[src/rtl/core/ssp_frame_builder_unit_macros.svh]
// Assertion macros for the SSP frame builder.
// Used by the top level only; no other dependencies.
`ifndef SSP_FRAME_BUILDER_UNIT_MACROS_SVH
`define SSP_FRAME_BUILDER_UNIT_MACROS_SVH
`ifndef SYNTHESIS
`define SSPFB_ASSERT_NOW(label, expr, msg) \
	label: assert property (@(posedge clk) disable iff (!arst_n) (expr)) else $error(msg);
`define SSPFB_ASSERT_NEXT(label, pre, post, msg) \
	label: assert property (@(posedge clk) disable iff (!arst_n) (pre) |=> (post)) \
		else $error(msg);
`else
`define SSPFB_ASSERT_NOW(label, expr, msg)
`define SSPFB_ASSERT_NEXT(label, pre, post, msg)
`endif
`endif

[src/rtl/core/ssp_fb_pkg.sv]
// Shared types, constants and the CRC-16 step for the SSP frame builder.
// No dependencies.
package ssp_fb_pkg;

	localparam logic [1:0] OP_FRAME  = 2'd0;
	localparam logic [1:0] OP_CLEAR  = 2'd1;
	localparam logic [1:0] OP_INVERT = 2'd2;

	localparam logic [7:0]  STX_BYTE = 8'h7F;
	localparam logic [7:0]  SEQ_SET  = 8'h80;
	localparam logic [15:0] CRC_SEED = 16'hFFFF;
	localparam logic [15:0] CRC_POLY = 16'h8005;
	localparam logic [15:0] CRC_TOP  = 16'h8000;

	localparam int FB_QUEUE_DEPTH = 2;

	// Slot numbers of the up to eight bytes one body byte can produce.
	localparam logic [2:0] SLOT_STX     = 3'd0;
	localparam logic [2:0] SLOT_SEQ     = 3'd1;
	localparam logic [2:0] SLOT_DATA    = 3'd2;
	localparam logic [2:0] SLOT_DATA_DUP = 3'd3;
	localparam logic [2:0] SLOT_CRCL    = 3'd4;
	localparam logic [2:0] SLOT_CRCL_DUP = 3'd5;
	localparam logic [2:0] SLOT_CRCH    = 3'd6;
	localparam logic [2:0] SLOT_CRCH_DUP = 3'd7;

	// One body byte after classification, with the CRC that includes it.
	typedef struct packed {
		logic        hdr;
		logic        seq;
		logic [7:0]  data;
		logic        last;
		logic [15:0] crc;
	} ssp_fb_entry_t;

	function automatic logic [15:0] crc_fold(input logic [15:0] crc, input logic [7:0] b);
		logic [15:0] c;
		c = crc ^ {b, 8'h00};
		for (int k = 0; k < 8; k++) begin
			if ((c & CRC_TOP) != 16'h0000) begin
				c = {c[14:0], 1'b0} ^ CRC_POLY;
			end else begin
				c = {c[14:0], 1'b0};
			end
		end
		return c;
	endfunction

	// CRC after the sequence byte, for either value of the sequence bit.
	localparam logic [15:0] CRC_START0 = crc_fold(CRC_SEED, 8'h00);
	localparam logic [15:0] CRC_START1 = crc_fold(CRC_SEED, SEQ_SET);

endpackage

[src/rtl/core/ssp_fb_front.sv]
// Front end of the SSP frame builder: takes input beats, tracks sequence bit,
// frame state and CRC, and pushes one entry per body byte. Uses ssp_fb_pkg.
module ssp_fb_front import ssp_fb_pkg::*; (
	input  logic          clk,
	input  logic          arst_n,
	input  logic          in_valid,
	output logic          in_ready,
	input  logic [1:0]    op,
	input  logic [7:0]    data_byte,
	input  logic          last_byte,
	input  logic          q_full,
	output logic          q_push,
	output ssp_fb_entry_t q_entry
);

	logic        seq_q;
	logic        in_frame_q;
	logic [15:0] crc_q;
	logic [15:0] crc_base;
	logic [15:0] crc_new;
	logic        accept;

	assign in_ready = !q_full;
	assign accept   = in_valid && in_ready;
	assign q_push   = accept && (op == OP_FRAME);

	// A new frame starts from the CRC over its sequence byte.
	assign crc_base = in_frame_q ? crc_q : (seq_q ? CRC_START1 : CRC_START0);
	assign crc_new  = crc_fold(crc_base, data_byte);

	assign q_entry.hdr  = !in_frame_q;
	assign q_entry.seq  = seq_q;
	assign q_entry.data = data_byte;
	assign q_entry.last = last_byte;
	assign q_entry.crc  = crc_new;

	always_ff @(posedge clk or negedge arst_n) begin
		if (!arst_n) begin
			seq_q      <= 1'b0;
			in_frame_q <= 1'b0;
			crc_q      <= CRC_SEED;
		end else if (accept) begin
			case (op)
				OP_FRAME: begin
					if (!in_frame_q) begin
						seq_q <= ~seq_q;
					end
					in_frame_q <= !last_byte;
					crc_q      <= last_byte ? CRC_SEED : crc_new;
				end
				OP_CLEAR:  seq_q <= 1'b0;
				OP_INVERT: seq_q <= ~seq_q;
				default: ;
			endcase
		end
	end

endmodule

[src/rtl/core/ssp_fb_queue.sv]
// Short FIFO of classified entries between front and back of the frame builder.
// Uses ssp_fb_pkg for the entry type.
module ssp_fb_queue import ssp_fb_pkg::*; #(
	parameter int DEPTH = FB_QUEUE_DEPTH
) (
	input  logic          clk,
	input  logic          arst_n,
	input  logic          push,
	input  ssp_fb_entry_t wr_entry,
	input  logic          pop,
	output ssp_fb_entry_t rd_entry,
	output logic          full,
	output logic          empty
);

	localparam int PW = (DEPTH > 1) ? $clog2(DEPTH) : 1;
	localparam int CW = $clog2(DEPTH + 1);
	localparam logic [PW-1:0] LAST_IDX = PW'(DEPTH - 1);
	localparam logic [CW-1:0] FULL_CNT = CW'(DEPTH);

	ssp_fb_entry_t    mem_q [DEPTH];
	logic [PW-1:0]    wr_ptr_q;
	logic [PW-1:0]    rd_ptr_q;
	logic [CW-1:0]    cnt_q;
	logic             do_push;
	logic             do_pop;

	assign full     = (cnt_q == FULL_CNT);
	assign empty    = (cnt_q == '0);
	assign do_push  = push && !full;
	assign do_pop   = pop && !empty;
	assign rd_entry = mem_q[rd_ptr_q];

	always_ff @(posedge clk) begin
		if (do_push) begin
			mem_q[wr_ptr_q] <= wr_entry;
		end
	end

	always_ff @(posedge clk or negedge arst_n) begin
		if (!arst_n) begin
			wr_ptr_q <= '0;
			rd_ptr_q <= '0;
			cnt_q    <= '0;
		end else begin
			if (do_push) begin
				wr_ptr_q <= (wr_ptr_q == LAST_IDX) ? '0 : wr_ptr_q + 1'b1;
			end
			if (do_pop) begin
				rd_ptr_q <= (rd_ptr_q == LAST_IDX) ? '0 : rd_ptr_q + 1'b1;
			end
			if (do_push && !do_pop) begin
				cnt_q <= cnt_q + 1'b1;
			end else if (do_pop && !do_push) begin
				cnt_q <= cnt_q - 1'b1;
			end
		end
	end

endmodule

[src/rtl/core/ssp_fb_back.sv]
// Back end of the SSP frame builder: walks the byte slots of the head entry,
// one wire byte per cycle while out_ready allows, into the output register. Uses ssp_fb_pkg.
module ssp_fb_back import ssp_fb_pkg::*; (
	input  logic          clk,
	input  logic          arst_n,
	input  ssp_fb_entry_t head,
	input  logic          head_valid,
	output logic          pop,
	output logic          out_valid,
	input  logic          out_ready,
	output logic [7:0]    out_byte,
	output logic          run_last,
	output logic          frame_end
);

	logic [2:0] idx_q;
	logic       out_valid_q;
	logic [7:0] out_byte_q;
	logic       run_last_q;
	logic       frame_end_q;

	logic [7:0] en;
	logic [7:0] avail;
	logic [2:0] sel;
	logic       found;
	logic       more;
	logic       load;
	logic [7:0] slot_byte;

	// Slots that this entry actually emits; 0x7F bytes get a second copy.
	always_comb begin
		en[SLOT_STX]      = head.hdr;
		en[SLOT_SEQ]      = head.hdr;
		en[SLOT_DATA]     = 1'b1;
		en[SLOT_DATA_DUP] = (head.data == STX_BYTE);
		en[SLOT_CRCL]     = head.last;
		en[SLOT_CRCL_DUP] = head.last && (head.crc[7:0] == STX_BYTE);
		en[SLOT_CRCH]     = head.last;
		en[SLOT_CRCH_DUP] = head.last && (head.crc[15:8] == STX_BYTE);
	end

	assign avail = en & (8'hFF << idx_q);

	always_comb begin
		sel   = SLOT_STX;
		found = 1'b0;
		more  = 1'b0;
		for (int i = 0; i < 8; i++) begin
			if (avail[i]) begin
				if (found) begin
					more = 1'b1;
				end else begin
					sel   = 3'(i);
					found = 1'b1;
				end
			end
		end
	end

	always_comb begin
		case (sel)
			SLOT_STX:                 slot_byte = STX_BYTE;
			SLOT_SEQ:                 slot_byte = head.seq ? SEQ_SET : 8'h00;
			SLOT_DATA, SLOT_DATA_DUP: slot_byte = head.data;
			SLOT_CRCL, SLOT_CRCL_DUP: slot_byte = head.crc[7:0];
			default:                  slot_byte = head.crc[15:8];
		endcase
	end

	assign load = head_valid && (!out_valid_q || out_ready);
	assign pop  = load && !more;

	always_ff @(posedge clk) begin
		if (load) begin
			out_byte_q  <= slot_byte;
			run_last_q  <= !more;
			frame_end_q <= !more && head.last;
		end
	end

	always_ff @(posedge clk or negedge arst_n) begin
		if (!arst_n) begin
			idx_q       <= '0;
			out_valid_q <= 1'b0;
		end else begin
			if (load) begin
				out_valid_q <= 1'b1;
				idx_q       <= more ? sel + 3'd1 : 3'd0;
			end else if (out_ready) begin
				out_valid_q <= 1'b0;
			end
		end
	end

	assign out_valid = out_valid_q;
	assign out_byte  = out_byte_q;
	assign run_last  = run_last_q;
	assign frame_end = frame_end_q;

endmodule

[src/rtl/core/ssp_frame_builder_unit.sv]
// SSP frame builder top level: front end, entry queue and byte emitter.
// Depends on ssp_fb_pkg, ssp_fb_front, ssp_fb_queue, ssp_fb_back and the macros header.
//
// Usage: input beats carry op, data_byte and last_byte on in_valid/in_ready.
// op 0 is a body byte; ops 1 and 2 clear or invert the sequence bit and give
// no output; op 3 is ignored. Output beats carry one wire byte each on
// out_valid/out_ready, with run_last on the final byte caused by an input beat
// and frame_end on the final CRC byte of a frame.
// A body byte gives 1 to 8 output bytes: STX and sequence byte when it opens a
// frame, the byte itself, and the CRC low then high when it closes one; every
// 0x7F after the STX is sent twice.
// The first output byte of an accepted input beat passes through the queue and
// then the output register before out_valid rises.
// Throughput: one output byte per cycle, set by the back-end emitter, while the queue
// holds an entry and the receiver takes each byte; an entry is popped after its
// last byte. Input beats are taken every cycle while the two-entry queue has room.
// Reset clears the sequence bit, the frame state, the CRC and the queue.
// When the receiver stalls, the output byte holds, the queue fills, and then
// in_ready drops.
`include "ssp_frame_builder_unit_macros.svh"
module ssp_frame_builder_unit import ssp_fb_pkg::*; #(
	parameter int QUEUE_DEPTH = FB_QUEUE_DEPTH
) (
	input  logic       clk,
	input  logic       arst_n,
	input  logic       in_valid,
	output logic       in_ready,
	input  logic [1:0] op,
	input  logic [7:0] data_byte,
	input  logic       last_byte,
	output logic       out_valid,
	input  logic       out_ready,
	output logic [7:0] out_byte,
	output logic       run_last,
	output logic       frame_end
);

	ssp_fb_entry_t push_entry;
	ssp_fb_entry_t head_entry;
	logic          q_push;
	logic          q_pop;
	logic          q_full;
	logic          q_empty;

	ssp_fb_front u_front (
		.clk       (clk),
		.arst_n    (arst_n),
		.in_valid  (in_valid),
		.in_ready  (in_ready),
		.op        (op),
		.data_byte (data_byte),
		.last_byte (last_byte),
		.q_full    (q_full),
		.q_push    (q_push),
		.q_entry   (push_entry)
	);

	ssp_fb_queue #(
		.DEPTH (QUEUE_DEPTH)
	) u_queue (
		.clk      (clk),
		.arst_n   (arst_n),
		.push     (q_push),
		.wr_entry (push_entry),
		.pop      (q_pop),
		.rd_entry (head_entry),
		.full     (q_full),
		.empty    (q_empty)
	);

	ssp_fb_back u_back (
		.clk        (clk),
		.arst_n     (arst_n),
		.head       (head_entry),
		.head_valid (!q_empty),
		.pop        (q_pop),
		.out_valid  (out_valid),
		.out_ready  (out_ready),
		.out_byte   (out_byte),
		.run_last   (run_last),
		.frame_end  (frame_end)
	);

	`SSPFB_ASSERT_NOW(a_fend_closes_run, !(out_valid && frame_end) || run_last, "fend w/o run_last")
	`SSPFB_ASSERT_NOW(a_queue_sane, !(q_full && q_empty), "queue both full and empty")
	`SSPFB_ASSERT_NEXT(a_run_continues, out_valid && out_ready && !run_last, out_valid, "run gap")

endmodule
[config.mk]
export PLATFORM = sky130hd
export DESIGN_NAME = ssp_frame_builder_unit
export DESIGN_NICKNAME = d
export VERILOG_FILES = /design/src/rtl/core/ssp_fb_pkg.sv /design/src/rtl/core/ssp_fb_front.sv /design/src/rtl/core/ssp_fb_queue.sv /design/src/rtl/core/ssp_fb_back.sv /design/src/rtl/core/ssp_frame_builder_unit.sv
export VERILOG_INCLUDE_DIRS = /design/src /design/src/rtl/core
export SDC_FILE = /design/constraint.sdc
export NUM_CORES = 1
export LEC_CHECK = 0
export ABC_CLOCK_PERIOD_IN_PS = 3380
export BUFFER_PORTS_ARGS = -buffer_cell sky130_fd_sc_hd__buf_2
export CORE_UTILIZATION = 41
export CTS_BUF_LIST = sky130_fd_sc_hd__clkbuf_8 sky130_fd_sc_hd__clkbuf_16
export CTS_CLUSTER_SIZE = 10
export DETAILED_ROUTE_END_ITERATION = 7
export GPL_ROUTABILITY_DRIVEN = 0
export PLACE_DENSITY_LB_ADDON = 0.08
export SLEW_MARGIN = 20
export SYNTH_ARGS = -nofsm -noshare
export SYNTH_HDL_FRONTEND = slang
export SYNTH_HIERARCHICAL = 1
export SYNTH_SLANG_ARGS = --single-unit
export TNS_END_PERCENT = 30
[constraint.sdc]
create_clock -name clk -period 3.38 [get_ports clk]
set_clock_uncertainty 0.15 [all_clocks]
set_input_delay 0.169 -clock clk [delete_from_list [all_inputs] [get_ports clk]]
set_output_delay 0.169 -clock clk [all_outputs]
set_load 0.05 [all_outputs]
# Yosys cells after proc, flatten, opt, wreduce, memory -nomap -nowiden
# Memory sizes are Yosys's and may differ from the RTL's.
# Cells that the tools add are included.
# Widths: inputs -> output; s select.
totals:
  elab_cells: 130
  mem_bits_rw: 54
  register_bits: 36
  output_inout_bits: 12
  n_memories: 1
  inputBits: 15
classes:
  reduce_logical: 30
  shift: 1
  muxes: 59
  n_eq_ne: 12
  add_sub_neg: 5
  n_bitwise: 11
mem_list:
  columns: ["name", "depth", "word_bits", "read_ports", "rd_clocked_by_memory_dff", "wr", "line", "rtl"]
  rows:
  - ["u_queue.mem_q", 2, 27, 1, 0, 1, "ssp_fb_queue.sv:21", "ssp_fb_entry_t mem_q [DEPTH];"]
op_table:
  columns: ["op", "count"]
  rows:
  - ["$mux 16", 11]
  - ["$mux 3", 14]
  - ["$pmux 8 s4", 1]
  - ["$mux 1", 29]
  - ["$eq 8x7->1 const B", 3]
  - ["$not 3->3", 8]
  - ["$xor 16x16->16", 1]
  - ["$logic_and 1x1->1", 11]
  - ["$and 8x8->8", 1]
  - ["$logic_not 1->1", 8]
  - ["$mux 8", 1]
  - ["$shl 8x3->8 const A", 1]
  - ["$eq 3x2->1 const B", 2]
  - ["$eq 3x3->1 const B", 2]
  - ["$eq 2x2->1 const B", 2]
  - ["$logic_not 2->1", 2]
  - ["$mux 2", 2]
  - ["$reduce_bool 2->1", 2]
  - ["$reduce_or 2->1", 2]
  - ["$add 3x1->3 const B", 1]
  - ["$eq 3x1->1 const B", 1]
  - ["$logic_not 3->1", 1]
  - ["$pmux 1 s3", 1]
  - ["$reduce_and 3->1", 1]
  - ["9 further kinds", 10]

# Logic depth before layout (Yosys ltp)
# Gate-level depths: netlist (run 1).
# An unclocked memory read counts as a cell.
logic_depth:
  depth_word: 25
  depth_mapped: 14
  mapped_depth_nobuf: 11

# By module
# Netlist (run 1), hierarchy kept.
modules_own_cells:
  columns: ["module", "area_per_inst_um2", "seq_area_each_um2", "cells_per_inst", "instances"]
  rows:
  - ["ssp_fb_queue", 2244.7, 1721.7, 103, 1]
  - ["ssp_fb_front", 1226.2, 470.5, 121, 1]
  - ["ssp_fb_back", 996.0, 400.4, 88, 1]
  - ["ssp_frame_builder_unit", 3.8, 0.0, 1, 1]

# Least setup slack after synthesis (run 1)
# No wires, ideal clock.
synth_path:
  kind: "flip-flop to flip-flop"
  start: "register u_queue.cnt_q[0]"
  end: "memory u_queue/mem_q[0][0] (netlist name), enable pin"
  t_required_ns: 2.819
  slack_ns: 0.041
  path_stages_with_launch: 9
  arrival_ns: 2.779
  n_path_buf: 1
  setup_time_ns: 0.411
  period_less_slack_ns: 3.339
  cell_sequence: "dfrtp_1 > nand2b_1 > inv_1 > inv_2 > nand2_1 > nor3_4 > clkbuf_1 > nand2_1 > nor2_1"
synth_via:
  elab_chain_cells: 7
synth_lines:
  columns: ["element", "line", "rtl"]
  rows:
  - ["start, declared", "ssp_fb_queue.sv:24", "logic [CW-1:0] cnt_q;"]
  - ["start signal, assigned", "ssp_fb_queue.sv:53", "cnt_q <= cnt_q + 1'b1;"]
  - ["start signal, assigned", "ssp_fb_queue.sv:55", "cnt_q <= cnt_q - 1'b1;"]
  - ["$eq 2x2->1", "ssp_fb_queue.sv:28", "assign full = (cnt_q == FULL_CNT);"]
  - ["net q_full", "ssp_frame_builder_unit.sv:42", "logic q_full;"]
  - ["$logic_not 1->1", "ssp_fb_front.sv:23", "assign in_ready = !q_full;"]
  - ["net in_ready", "ssp_frame_builder_unit.sv:27", "output logic in_ready,"]
  - ["$logic_and 1x1->1", "ssp_fb_front.sv:24", "assign accept = in_valid && in_ready;"]
  - ["$logic_and 1x1->1", "ssp_fb_front.sv:25", "assign q_push = accept && (op == OP_FRAME);"]
  - ["net q_push", "ssp_frame_builder_unit.sv:40", "logic q_push;"]
  - ["$logic_and 1x1->1", "ssp_fb_queue.sv:30", "assign do_push = push && !full;"]
  - ["$mux 1", "ssp_fb_queue.sv:35", "if (do_push) begin"]
  - ["$mux 1 (implied by the code)", "ssp_fb_queue.sv:36", "mem_q[wr_ptr_q] <= wr_entry;"]
  - ["end, declared", "ssp_fb_queue.sv:21", null]
# The timed path passes the listed nets, and every way through them passes these cells.

==> results.md, run 1 <==
- Ranking of synthesized cells by area: edfxtp_1 (43%), dfstp_2 (9.4%), mux2_4 (6.4%), dfrtp_1 (5.6%), o22a_1 (3.1%)
- Routed vias/inst: 5.115
- GR Overflow Total: 0
- Peak supply drop: 0.4300 mV
- Fin crit share: 0.9582
- DRT Pass-1 Iters: 4
- N_diodes: 0
- Setup WS post-layout: 0.1412 ns
- Min Tclk post-route: 3.239 ns
- PortBufs: 26
- Register area share after synthesis: 0.5799
- Die ar.: 11330 µm²
- Largest net degree at the start of global routing: 28
- Post-route cell area: 5041 µm²
- Synth async-reset ratio: 0.2889
- Cell count after synthesis: 313
- Layout cells sized above 1: 0.3212
- GRT Util Overall: 0.1659
- Crit Path Class: reg -> reg
- Setup_tns: 0 ns
- Clk slew on worst S/H paths: 0.10 ns
- Clk root buf: clkbuf_8
- Max cap viols: 0
- Net Sw Power: 1.982 mW
- Clock sink total: 90
- Reg-to-reg setup timing slack: 0.14 ns
- Initial drt markers: 102
- Detail Route Antenna Nets: 0
- Core area: 10460 µm²
- Residual DRC count: 0
- Slew @ Worst Pin: 0.6242 ns
- Capture point of the worst reg-to-reg path: u_back/out_byte[4]
- Post-detail-place hpwl: 6.217 mm
- First-pass GRT wire length: 13.61 mm
- Hold Crit Start: op[1]
- Count of final setup violators: 0
- EDFF count, synth: 64
- Max clock buf depth: 2
- Commonest register cell after synthesis: edfxtp_1
- PwrDens: 1021 nW/µm²
- Critical Path AT: 3.22 ns
- Commonest cells in the netlist: edfxtp_1 (64), nor2_1 (24), mux2_4 (19)
- P_leak: 1.900 nW
- Number of global-route vias before repair: 2513
- Initial antenna violation count: 0
- Critical path endpoint category: register
- Reg power frac: 0.370
- RR Startpoint: u_queue/rd_ptr_q
- Initial Util: 0.4273
- Hold Path End: u_front/seq_q
- CTS buffer count: 9
- RSZ-0062 raised after global routing: false
- Critical Path Fanout Max: 15
- Slew margin rel.: 0.5838
- Syn nets: 334
- Routed WL: 8.568 mm
- I/O pin count: 27
- Drt wl/cell: 17.34 µm
- #FFs+latches synth: 90
- Clk_lat worst skew: 0.37 ns
- Area grow syn2layout: 12.76%
- Hold path depth: 3
- Setup crit start kind: register
- Max H-tree Level: 3
- Type of the most critical hold path: in -> reg
- Netlist Area Pre-Place: 4471 µm²
- Outcome: finished clean
- Final hold vios: 0
- Total number of vias: 2527
- Syn_area_per_cell: 14.28 µm²
- Min Hold Slack: 0.02842 ns
- Comb pwr share: 0.480
- Die width: 106.4 µm
- TritonCTS clock tree: done
- Netlist cell types: 61
- Pre-CTS setup slack: 0.09458 ns
- Worst EP required: 3.36 ns
- Nets@finish: 374
- Area share of the largest cell type after synthesis: 0.4299
- Row Count: 37
- Post-synth top area cell: edfxtp_1
- F_max: 308.8 MHz
- Int Pwr: 3.165 mW
- Net Sw Frac: 0.3850
- Pins Over Slew Limit: 0
- Post-DP Area: 4703 µm²
- Die H: 106.4 µm
- Synth warnings: 6
- Clk pwr share: 0.150
- R2R depth: 9
- Cell with the most instances after synthesis: edfxtp_1
-- critical path, cell delays in order (launching register included) --
cell and delay (ns):
dfrtp_1 0.44, buf_12 0.19, mux2_4 0.31, nand4b_1 0.19, or4_1 0.51, o311ai_1 0.19
inv_1 0.14, ha_1 0.28, a21o_4 0.25, a221o_1 0.36
-- power groups by stage --
stage                     registers (mW)  logic [mW]  clock network, mW
after floorplan                     2.12        1.73                  0
after global placement              1.93        2.43                  0
after detailed placement            1.93        2.45                  0
after CTS                           1.91        2.47              0.795
after global routing                1.93        2.67              0.841
final                               1.90        2.47              0.774
-- metrics by stage --
| stage | utilization | power, mW | instances |
|---|---|---|---|
| floorplan | - | 3.853 | 313 |
| global placement | 0.4495 | 4.357 | 465 |
| detailed placement | 0.4495 | 4.382 | 465 |
| CTS | 0.4809 | 5.171 | 493 |
| global route | 0.4818 | 5.441 | 494 |
| finish | 0.4818 | 5.147 | 494 |
-- registers in the layout, summed over array words and instances (netlist names) --
name	cells
u_queue/rd_ptr_q	1
u_back/frame_end	1
u_back/out_byte	8
u_queue/cnt_q	2
u_back/out_valid	1
u_back/idx_q	3
u_front/in_frame_q	1
u_front/seq_q	1
u_queue/mem_q	54
u_back/run_last	1
u_front/crc_q	16
u_queue/wr_ptr_q	1
-- what timing repair did --
item	in CTS	in global routing
setup buffers	0	1
setup endpoints to repair	0	8
endpoints found under the hold margin	35	0
hold buffers	12	0
gates resized for setup	0	1
-- worst max-delay path by stage --
stage | cells past startpoint | end | startpoint | slack [ns]
finish | 9 | u_back/out_byte[4] | u_queue/rd_ptr_q | 0.14
global route | 9 | u_back/out_byte[7] | u_queue/rd_ptr_q | 0.02
CTS | 9 | u_back/out_byte[4] | u_queue/rd_ptr_q | 0.08
detailed placement | 9 | u_back/out_byte[4] | u_queue/rd_ptr_q | 0.09
global placement | 9 | u_back/out_byte[7] | u_queue/rd_ptr_q | 0.16
floorplan | 8 | u_queue/mem_q[0][0] | u_queue/cnt_q[0] | 0.04
-- kinds of logic (layout without fill, tap and decap cells) --
family / after synthesis / after routing / synth area share
and+or+nand+nor: 65 / 65 / 0.07557
xor gates and xnor gates: 34 / 34 / 0.07921
AOI/OAI and AO/OA: 58 / 58 / 0.1103
buffers and inverters: 32 / 77 / 0.05205
adders and majority gates: 6 / 6 / 0.01679
DFF: 90 / 90 / 0.5799
muxes: 28 / 28 / 0.08620
-- layout by cell type, fill, tap and decap left out, types with 3 or more instances in the layout --
master,instances
a21oi_1,13
a221o_1,8
and2_1,6
buf_2,26
buf_4,10
clkbuf_8,9
dfrtp_1,10
dfstp_2,16
dlygate4sd3_1,12
edfxtp_1,64
ha_1,5
inv_1,9
inv_6,3
mux2_2,8
mux2_4,19
nand2_1,13
nand2b_1,4
nor2_1,23
o22a_1,16
xnor2_1,16
xnor2_2,3
xor2_1,13
-- area by class of cell --
cell class                 instances  area, µm²
sequential                        90       2592
inverter                          11      55.05
tap                              136      170.2
multi-input combinational        191       1650
clock buffer                       9      123.9
fill                             957       5421
timing repair buffer              50      365.4
clock inverter                     7      83.83
-- layer usage --
| layer | track usage | vias up | share of wire |
|---|---|---|---|
| li1 | - | 1233 | - |
| met1 | 0.2320 | 1231 | 0.50 |
| met2 | 0.2505 | 50 | 0.45 |
| met3 | 0.03679 | 13 | 0.031 |
| met4 | 0.06654 | 0 | 0.019 |
| met5 | 0 | - | 0 |
(Power assumes the default switching activity.)
==> run 2, diff against run 1 <==
- ABC_CLOCK_PERIOD_IN_PS: 3380 -> 3700
- clock period: 3.38 -> 3.7 ns (I/O delays scaled with it)
==> results.md, run 2 (synthesized netlist as in run 1, its figures left out) <==
- Post-DP Area: 4653 µm²
- DRT Pass-1 Iters: 4
- Die H: 106.4 µm
- Nets@finish: 368
- Outcome: finished clean
- Setup WS post-layout: 0.3482 ns
- First-pass GRT wire length: 13.49 mm
- Layout cells sized above 1: 0.3040
- Min Tclk post-route: 3.352 ns
- Max H-tree Level: 3
- CP startpoint: u_queue/rd_ptr_q
- Max FFs per register: 54
- Initial Util: 0.4273
- Crit-path slowest cell: or4_1
- Max clock buf depth: 2
- Slew @ Worst Pin: 0.6328 ns
- Initial antenna violation count: 0
- Clock sink total: 90
- Largest net degree at the start of global routing: 28
- RSZ-0062 raised after global routing: false
- Fillers: 956
- Clk slew on worst S/H paths: 0.10 ns
- Reg-to-reg setup timing slack: 0.35 ns
- Final hold vios: 0
- Post-detail-place hpwl: 5.968 mm
- Post-route cell area: 4974 µm²
- N_diodes: 0
- CTS buffer count: 9
- Crit path cell chain: buf_4 -> mux2_4 -> nand4b_1 -> or4_1 -> o311ai_1 -> inv_1 -> ha_1 -> a2111oi_4 -> a221o_1
- Setup_tns: 0 ns
- TritonCTS clock tree: done
- Area of the multi-input gates: 1648 µm²
- Type of the most critical hold path: in -> reg
- Routed vias/inst: 5.113
- Fin crit share: 0.9059
- F_max: 298.3 MHz
- Hold Buf Count CTS: 12
- Row Count: 37
- CP max stage delay: 0.53 ns
- Routed WL: 8.469 mm
- Number of global-route vias before repair: 2501
- Most common cell after layout, fill and taps aside: edfxtp_1
- GRT Util Overall: 0.1616
- Die width: 106.4 µm
- Capture point of the worst reg-to-reg path: u_back/out_byte[0]
- GR Overflow Total: 0
- Max cap viols: 0
- Postcts setup bufs: 0
- Clk_lat worst skew: 0.36 ns
- Detail Route Antenna Nets: 0
- Most frequent cells in the layout: edfxtp_1 (64), buf_2 (26), nor2_1 (23)
- Critical Path AT: 3.44 ns
- Drt wl/cell: 17.35 µm
- Peak supply drop: 0.4898 mV
- Cell Count, Final, Fillers Out: 488
- RR Startpoint: u_queue/rd_ptr_q
- Slew margin rel.: 0.5781
- FF+latch area: 2592 µm²
- Residual DRC count: 0
- Total number of vias: 2495
- Worst EP required: 3.78 ns
- PwrDens: 927.3 nW/µm²
- Core area: 10460 µm²
- Setup crit start kind: register
- P_leak: 1.865 nW
- I/O pin count: 27
- PostCTS Resize Cnt: 0
- R2R depth: 9
- Area grow syn2layout: 11.25%
- Initial drt markers: 70
- Pre-CTS setup slack: 0.3946 ns
- PortBufs: 26
- Critical path endpoint category: register
- Pins Over Slew Limit: 0
- Die ar.: 11330 µm²
- Crit Path Class: reg -> reg
- CP endpoint: u_back/out_byte[0]
- Clk root buf: clkbuf_8
- Critical Path Fanout Max: 9
- Post-Place Cells: 460
- Largest Register: u_queue/mem_q
- Count of final setup violators: 0
## run 2: cell types whose count changed in the layout (fill, tap and decap cells not counted), sizes merged
| cell | delta |
|---|---|
| clkinv | +1 |
| inv | -1 |
| buf | -6 |
## run 2: metrics by stage
step | hold WS [ns] | util | power [mW]
2_1_floorplan | -0.2606 | - | 3.519
3_3_place_gp | 0.09663 | 0.4448 | 3.939
3_5_place_dp | 0.09285 | 0.4448 | 3.962
4_1_cts | 0.03511 | 0.4754 | 4.661
5_1_grt | 0.07647 | 0.4754 | 4.878
6_report | 0.05453 | 0.4754 | 4.612
## run 2: critical path: cells and delay by family (launching register included)
family | cells | cell delay [ns]
adder cells (fa/ha/maj) | 1 | 0.36
AND/OR/NAND/NOR | 2 | 0.76
multiplexers | 1 | 0.31
buffers and inverters | 2 | 0.34
AO/OA/AOI/OAI | 3 | 0.92
flip-flops | 1 | 0.39
## run 2: how the worst min path moves through the flow
stage                 from                to  slack (ns)  cells after the start
finish               op[1]     u_front/seq_q        0.05                      3
global route         op[1]     u_front/seq_q        0.08                      3
CTS                  op[1]     u_front/seq_q        0.04                      3
detailed placement  arst_n  u_queue/wr_ptr_q        0.09                      1
global placement    arst_n     u_front/seq_q         0.1                      1
floorplan           arst_n   u_back/idx_q[0]       -0.26                      0
## run 2: where the power goes
group	internal (mW)	total [mW]	switching (mW)
clock network	0.318	0.682	0.363
registers	1.58	1.73	0.150
logic	0.937	2.20	1.26
total	2.84	4.61	1.78
## run 2: area by class of cell
cell class,instances,area share
multi-input cells,191,0.3313
clock buffers,9,0.02491
inverters,11,0.01107
clock inverters,7,0.01535
flip-flops and latches,90,0.5213
repair buffers,44,0.06189
well taps,136,0.03421
## run 2: per-layer routing
| metal | vias to the layer above | global-route usage | share of wire |
|---|---|---|---|
| met4 | 0 | 0.06067 | 0.021 |
| met1 | 1203 | 0.2229 | 0.49 |
| met3 | 16 | 0.04108 | 0.045 |
| li1 | 1216 | - | - |
| met5 | - | 0 | 0 |
| met2 | 60 | 0.2449 | 0.44 |
